## src/rtl/nps_pkg.sv

```systemverilog
// ----------------------------------------------------------------------------
// nps_pkg
// Shared types and constants of the nearest palette colour search block.
// ----------------------------------------------------------------------------
package nps_pkg;

    // Field widths of the words on the ports.
    localparam int unsigned COLOR_W = 24;
    localparam int unsigned CHAN_W  = 8;
    localparam int unsigned SIZE_W  = 9;
    localparam int unsigned IDX_W   = 8;

    // Squared channel difference and the sum of three of them.
    localparam int unsigned SQ_W   = 2 * CHAN_W;
    localparam int unsigned DIST_W = SQ_W + 2;

    // Starting distance: larger than any real distance, so the first entry wins.
    localparam logic [DIST_W-1:0] DIST_START = '1;

    // Action codes.
    localparam logic ACT_WRITE   = 1'b0;
    localparam logic ACT_CONVERT = 1'b1;

    // Commands from the controller to the datapath.
    typedef struct packed {
        logic wr_en;       // store the incoming entry colour
        logic clear_best;  // capture the raw colour and reset the running best
        logic rd_en;       // read one palette entry into the distance pipeline
    } nps_cmd_t;

    // Status from the datapath to the controller.
    typedef struct packed {
        logic pipe_busy;   // an entry is still travelling through the pipeline
    } nps_status_t;

endpackage

```

## src/rtl/nps_ctrl.sv

```systemverilog
// ----------------------------------------------------------------------------
// nps_ctrl
// Sequencer of the search: accepts words, holds the size register and steps
// the read address through the palette.
// ----------------------------------------------------------------------------
module nps_ctrl #(
    parameter int unsigned PALETTE_DEPTH = 256
) (
    input  logic                                clk,
    input  logic                                rst_n,
    input  logic                                start,
    input  logic                                action,
    input  logic [nps_pkg::IDX_W-1:0]           entry_index,
    input  logic                                cfg_wr_en,
    input  logic [nps_pkg::SIZE_W-1:0]          cfg_wr_data,
    input  nps_pkg::nps_status_t                status,
    output nps_pkg::nps_cmd_t                   cmd,
    output logic [$clog2(PALETTE_DEPTH)-1:0]    rd_addr,
    output logic                                busy,
    output logic                                done
);

    localparam int unsigned AW = $clog2(PALETTE_DEPTH);
    localparam int unsigned CW = $clog2(PALETTE_DEPTH + 1);

    typedef enum logic [1:0] {
        ST_IDLE,
        ST_SCAN,
        ST_DRAIN
    } state_t;

    state_t                      state_reg;
    state_t                      state_next;
    logic [AW-1:0]               addr_reg;
    logic [AW-1:0]               addr_next;
    logic                        done_reg;
    logic                        done_next;
    logic [nps_pkg::SIZE_W-1:0]  size_reg;

    logic          accept;
    logic [CW-1:0] limit;
    logic [CW-1:0] last;

    assign accept = start && (state_reg == ST_IDLE);

    // The read limit taken from the size register saturates at the memory depth.
    assign limit = (32'(size_reg) > PALETTE_DEPTH) ? CW'(PALETTE_DEPTH) : CW'(size_reg);
    assign last  = limit - CW'(1);

    always_comb
    begin
        state_next      = state_reg;
        addr_next       = addr_reg;
        done_next       = 1'b0;
        cmd.wr_en       = 1'b0;
        cmd.clear_best  = 1'b0;
        cmd.rd_en       = 1'b0;
        unique case (state_reg)
            ST_IDLE:
            begin
                if (accept)
                begin
                    if (action == nps_pkg::ACT_WRITE)
                    begin
                        // Writes beyond the memory are dropped.
                        cmd.wr_en = (32'(entry_index) < PALETTE_DEPTH);
                    end
                    else
                    begin
                        cmd.clear_best = 1'b1;
                        addr_next      = '0;
                        if (limit == '0)
                        begin
                            done_next = 1'b1;
                        end
                        else
                        begin
                            state_next = ST_SCAN;
                        end
                    end
                end
            end
            ST_SCAN:
            begin
                cmd.rd_en = 1'b1;
                addr_next = addr_reg + AW'(1);
                if (CW'(addr_reg) == last)
                begin
                    state_next = ST_DRAIN;
                end
            end
            ST_DRAIN:
            begin
                if (!status.pipe_busy)
                begin
                    done_next  = 1'b1;
                    state_next = ST_IDLE;
                end
            end
        endcase
    end

    always_ff @(posedge clk or negedge rst_n)
    begin
        if (!rst_n)
        begin
            state_reg <= ST_IDLE;
            addr_reg  <= '0;
            done_reg  <= 1'b0;
            size_reg  <= '0;
        end
        else
        begin
            state_reg <= state_next;
            addr_reg  <= addr_next;
            done_reg  <= done_next;
            if (cfg_wr_en)
            begin
                size_reg <= cfg_wr_data;
            end
        end
    end

    assign rd_addr = addr_reg;
    assign busy    = (state_reg != ST_IDLE);
    assign done    = done_reg;

endmodule

```

## config.mk

```make
export PLATFORM = sky130hd
export DESIGN_NAME = nps_ctrl
export DESIGN_NICKNAME = d
export VERILOG_FILES = /design/src/rtl/nps_pkg.sv /design/src/rtl/nps_ctrl.sv
export SDC_FILE = /design/constraint.sdc
export NUM_CORES = 1
export LEC_CHECK = 0
export ABC_AREA = 0
export BUFFER_PORTS_ARGS = -buffer_cell sky130_fd_sc_hd__buf_4
export CAP_MARGIN = 0
export CORE_UTILIZATION = 50
export CTS_CLUSTER_SIZE = 14
export DETAILED_ROUTE_END_ITERATION = 10
export PLACE_DENSITY = 0.77
export RECOVER_POWER = 25
export SETUP_SLACK_MARGIN = 0.1
export SLEW_MARGIN = 20
export SYNTH_ARGS = -nofsm -noshare
export SYNTH_HDL_FRONTEND = slang
export SYNTH_SLANG_ARGS = --single-unit
export TNS_END_PERCENT = 5
```

## constraint.sdc

```tcl
create_clock -name clk -period 4.58 [get_ports clk]
set_input_delay 0.458 -clock clk [delete_from_list [all_inputs] [get_ports clk]]
set_output_delay 0.458 -clock clk [all_outputs]
set_load 0.005 [all_outputs]
```

# Word-level counts from Yosys, hierarchy flattened
# Index checks and enable logic that the tools add are counted.
# Widths: inputs -> output; s select.
dict set report totals {
  input_bits 23
  output_inout_bits 13
  word_cells 42
  regBits 20
}
dict set report op_classes {
  eq_ne 8
  reduce_logical 7
  n_addsub 2
  n_mux 20
  magnitude_cmp 1
}
# operator count
set op_table {}
lappend op_table {{$mux 8} 2}
lappend op_table {{$pmux 8 s2} 1}
lappend op_table {{$mux 2} 7}
lappend op_table {{$ne 2x2->1 const B} 5}
lappend op_table {{$eq 8x9->1} 1}
lappend op_table {{$gt 9x9->1 const B} 1}
lappend op_table {{$logic_not 9->1} 1}
lappend op_table {{$mux 9} 1}
lappend op_table {{$sub 9x1->9 const B} 1}
lappend op_table {{$add 8x1->8 const B} 1}
lappend op_table {{$mux 1} 7}
lappend op_table {{$pmux 2 s3} 1}
lappend op_table {{$reduce_and 5->1} 1}
lappend op_table {{$reduce_bool 2->1} 2}
lappend op_table {{$reduce_and 3->1} 1}
lappend op_table {{$eq 2x1->1 const B} 1}
lappend op_table {{$eq 2x2->1 const B} 1}
lappend op_table {{$logic_not 2->1} 1}
lappend op_table {{$pmux 1 s2} 1}
lappend op_table {{$logic_and 1x1->1} 1}

# Longest topological paths before layout
dict set report logic_depth {
  depth_word 7
  mapped_depth 10
  mapped_depth_nobuf 9
}

# Worst setup path after synthesis
# OpenSTA, ideal clock, no wires.
dict set report synth_path {
  path_kind {register to register}
  from {register size_reg[8] (netlist bit)}
  to {register state_reg[0]}
  n_path_buf 1
  period_less_slack_ns 2.214
  stages_incl_launch_ff 10
  setup_slack_ns 2.366
  arrival_time_ns 2.134
  setup_time_ns 0.079
  required_ns 4.501
  cell_sequence {dfrtp_1 > buf_2 > or2b_1 > ha_1 > nor3b_1 > and3_1 > o22ai_1 > xor2_1 > o41ai_2 > mux2i_1}
}
dict set report synth_between {
  elab_chain_len 6
  word_cells_on_any_way 8
  cone_classes {1 x add/sub; 1 x order compare; 3 x eq/ne; 1 x mux; 2 x reduce/logical}
}
# item line_no
set synth_rtl {}
lappend synth_rtl {{start: declaration} nps_ctrl.sv:38} ;# logic [nps_pkg::SIZE_W-1:0] size_reg;
lappend synth_rtl {{start signal: assignment} nps_ctrl.sv:119} ;# size_reg <= cfg_wr_data;
lappend synth_rtl {{$gt 9x9->1} nps_ctrl.sv:47} ;# assign limit = (32'(size_reg) > PALETTE_DEPTH) ? CW'(PALETTE_DEPTH) : CW'(size_reg);
lappend synth_rtl {{$mux 9 (*)} nps_ctrl.sv:47}
lappend synth_rtl {{$sub 9x1->9} nps_ctrl.sv:48} ;# assign last = limit - CW'(1);
lappend synth_rtl {{$eq 8x9->1} nps_ctrl.sv:87} ;# if (CW'(addr_reg) == last)
lappend synth_rtl {{$ne 2x2->1 (no line)} -}
lappend synth_rtl {{$reduce_and 5->1 (no line) (*)} -}
lappend synth_rtl {{end signal: assignment} nps_ctrl.sv:114} ;# state_reg <= state_next;
lappend synth_rtl {{end: declaration} nps_ctrl.sv:32} ;# state_t state_reg;
# Mark *: on every way between the ends. The rest lies on a longest branch, timed or not.
# A chain may end at the register's enable or synchronous reset.

# Worst setup path in the final report
# Ends and elaborated chain as after synthesis.

==> impl_metrics.toml <==
[cells_and_area]
fill_cells = 195
num-nets-final = 180
diodes = 0
layout-drive-gt1-share_pct = 28.9
syn2layout_area_growth_pct = 19.0
final_cells = 177
largest_reg_flops = 9

[placed_design]
portBuffers = 27
place.gp.congestion = 0.795
dp.cells = 174
dp_hpwl_um = 1830
dp_slack_ns = 1.92

[logic_synthesis]
avgSynthCellArea_um2 = 10.0
synth_fp_nets = 152
synth_enable_flop_cells = 0
syn_area_um2 = 1230
synth.distinct_cells = 37
ys_warn_count = 0
yosys_register_bits = 20
synth_common_cells = "dfrtp_1, mux2_2, nor2_1, xnor2_1, inv_1"
synth_area_leader_cell = "dfrtp_1"
netlist_top_cells_area = "dfrtp_1, mux2_2, xnor2_1"
synth_cells = 123
yosysTopAreaCellShare_pct = 40.5
synth_flop_cell = "dfrtp_1"
synth_seq_area_share_pct = 40.5
async_reset_ff_share_pct = 100
synth.most_common_cell = "dfrtp_1"

[global_route]
grt_pass1_vias = 965
antenna_found_initial = 0
gr-total-overflow = 0
grt_pass1_wl_um = 4220
grt_max_degree = 21
track_usage_pct = 21.2

[critical_path]
criticalPathCategory = "reg -> reg"
start_kind = "flop"
r2r_start = "size_reg[8]$_DFFE_PN0P_"
critical_path_arrival_ns = 2.91
cp_data_required_time_ns = 4.80
end_kind = "flop"
crit_path_max_fanout = 10
cp-startpoint = "size_reg[8]$_DFFE_PN0P_"

[sta]
hold_viol_final = 0
layout_min_cycle_time_ns = 2.70
setup-tns-final_ns = 0
slew_headroom_pct = 29.7
rsz0062_at_grt = "false"
worst_slack_ns = 1.88
finalMaxSlewViolations = 0
hold_ws_ns = 0.320
setup_viol = 0
worst_clock_skew_ns = 0.00552
fin_crit_sh_pct = 58.9
maxClockFrequency_ghz = 0.371
tightest_slew_ns = 1.05

[cts]
h-tree-depth = 1
post_cts_buffers = 0
ctsHoldBuffers = 0
ctsResizeCount = 0
clk_latency_ns = 0.29
cts_tree = "done"
cts.reportedPaths.clkPinSlew_ns = 0.11
root_buffer = "clkbuf_4"
cts.sinks = 20
clock_path_buffers = 2
cts_made_buffers = 3

[die]
io_pins = 36
die_area_um2 = 2670
die_h_um = 51.7
start_util_pct = 54.3
rows = 17
core-area_um2 = 2280
die_x_um = 51.7

[route]
ant_nets = 0
drc = 0
wl_per_cell_um = 13.4
vias = 961
vias_per_cell = 5.43
wl_um = 2370
drtIter0Drc = 26
dr.pass1.iters = 4

[job]
maxCapViolations = 0

[pwr]
p_total_mw = 0.575
p_leak_nw = 0.679
power_density_nw_per_um2 = 391
ir_drop_uv = 275

[status]
status = "completed"

[hold_path]
min_path_type = "in -> async"
-- critical path, cell delays in order, from the launching register on --
cell and delay (ns):
dfrtp_1 0.54, inv_1 0.13, nand2_1 0.11, ha_1 0.24, nor3b_1 0.39, mux2i_1 0.15
o22ai_1 0.20, nand4_1 0.18, o41ai_2 0.45, mux2i_1 0.23
-- final timing paths --
| check | end | slack (ns) | cells past startpoint |
|---|---|---|---|
| setup / recovery | state_reg[0]$_DFFE_PN0P_ | 1.88 | 9 |
| hold / removal | size_reg[7]$_DFFE_PN0P_ | 0.32 | 1 |
| setup reg to reg | state_reg[0]$_DFFE_PN0P_ | 1.88 | 9 |
| hold reg to reg | state_reg[1]$_DFFE_PN0P_ | 0.54 | 1 |
| max in group asynchronous | size_reg[2]$_DFFE_PN0P_ | 3.62 | 1 |
| min in group clk | size_reg[7]$_DFFE_PN0P_ | 0.39 | 2 |
-- through the flow --
step                      area, um2  util, %
after floorplan                1230        -
after global placement         1450     63.8
after detailed placement       1450     63.8
after CTS                      1470     64.8
after global routing           1470     64.6
final                          1470     64.6
-- power breakdown --
group / switching, mW / total, mW / internal [mW]
registers: 0.0462 / 0.253 / 0.207
clock network: 0.0503 / 0.0808 / 0.0306
logic: 0.117 / 0.241 / 0.124
total: 0.213 / 0.575 / 0.362
-- metal layers --
layer  GRT usage, %  wire [um]  vias to the layer above
li1               -          -                      487
met1           28.5       1120                      446
met2           35.3       1150                       26
met3           3.51         82                        2
met4           5.41         12                        0
met5              0          0                        -
-- cell usage in the layout (no fill, tap or decap), types with 2 or more instances in the layout --
cell type	synthesis	layout
dfrtp_1	20	20
a21oi_1	2	2
mux2i_1	2	2
nand3_1	6	6
o22ai_1	2	2
mux2_2	9	9
nand2b_1	2	2
or4_4	2	2
buf_4	1	26
o21a_1	2	2
nor3_1	4	4
xnor2_1	9	9
nor2b_1	2	2
nand2_1	6	6
o21ai_0	3	3
inv_1	8	8
nand4_1	3	3
nor2_1	9	9
clkbuf_4	0	3
ha_1	6	6
xor2_1	6	6
and3_1	2	2
-- kinds of logic (layout without fill, tap and decap cells) --
group,after synthesis,count (layout),synth area share [%]
XOR/XNOR,15,15,10.6
buffers and inverters,12,38,4.15
multiplexers,11,11,9.83
adder cells (fa/ha/maj),6,6,6.08
flip-flops,20,20,40.5
AO/OA/AOI/OAI,16,16,9.52
AND/OR/NAND/NOR,43,43,19.3
-- final cells by class --
class	instances	area [um2]	share of cell area, %
Multi-Input combinational cell	91	683	46.5
Tap cell	28	35.0	2.38
Timing Repair Buffer	27	199	13.5
Clock buffer	3	22.5	1.53
Inverter	8	30.0	2.04
Sequential cell	20	500	34.0
Note: power is estimated with default switching activity, not from simulation.
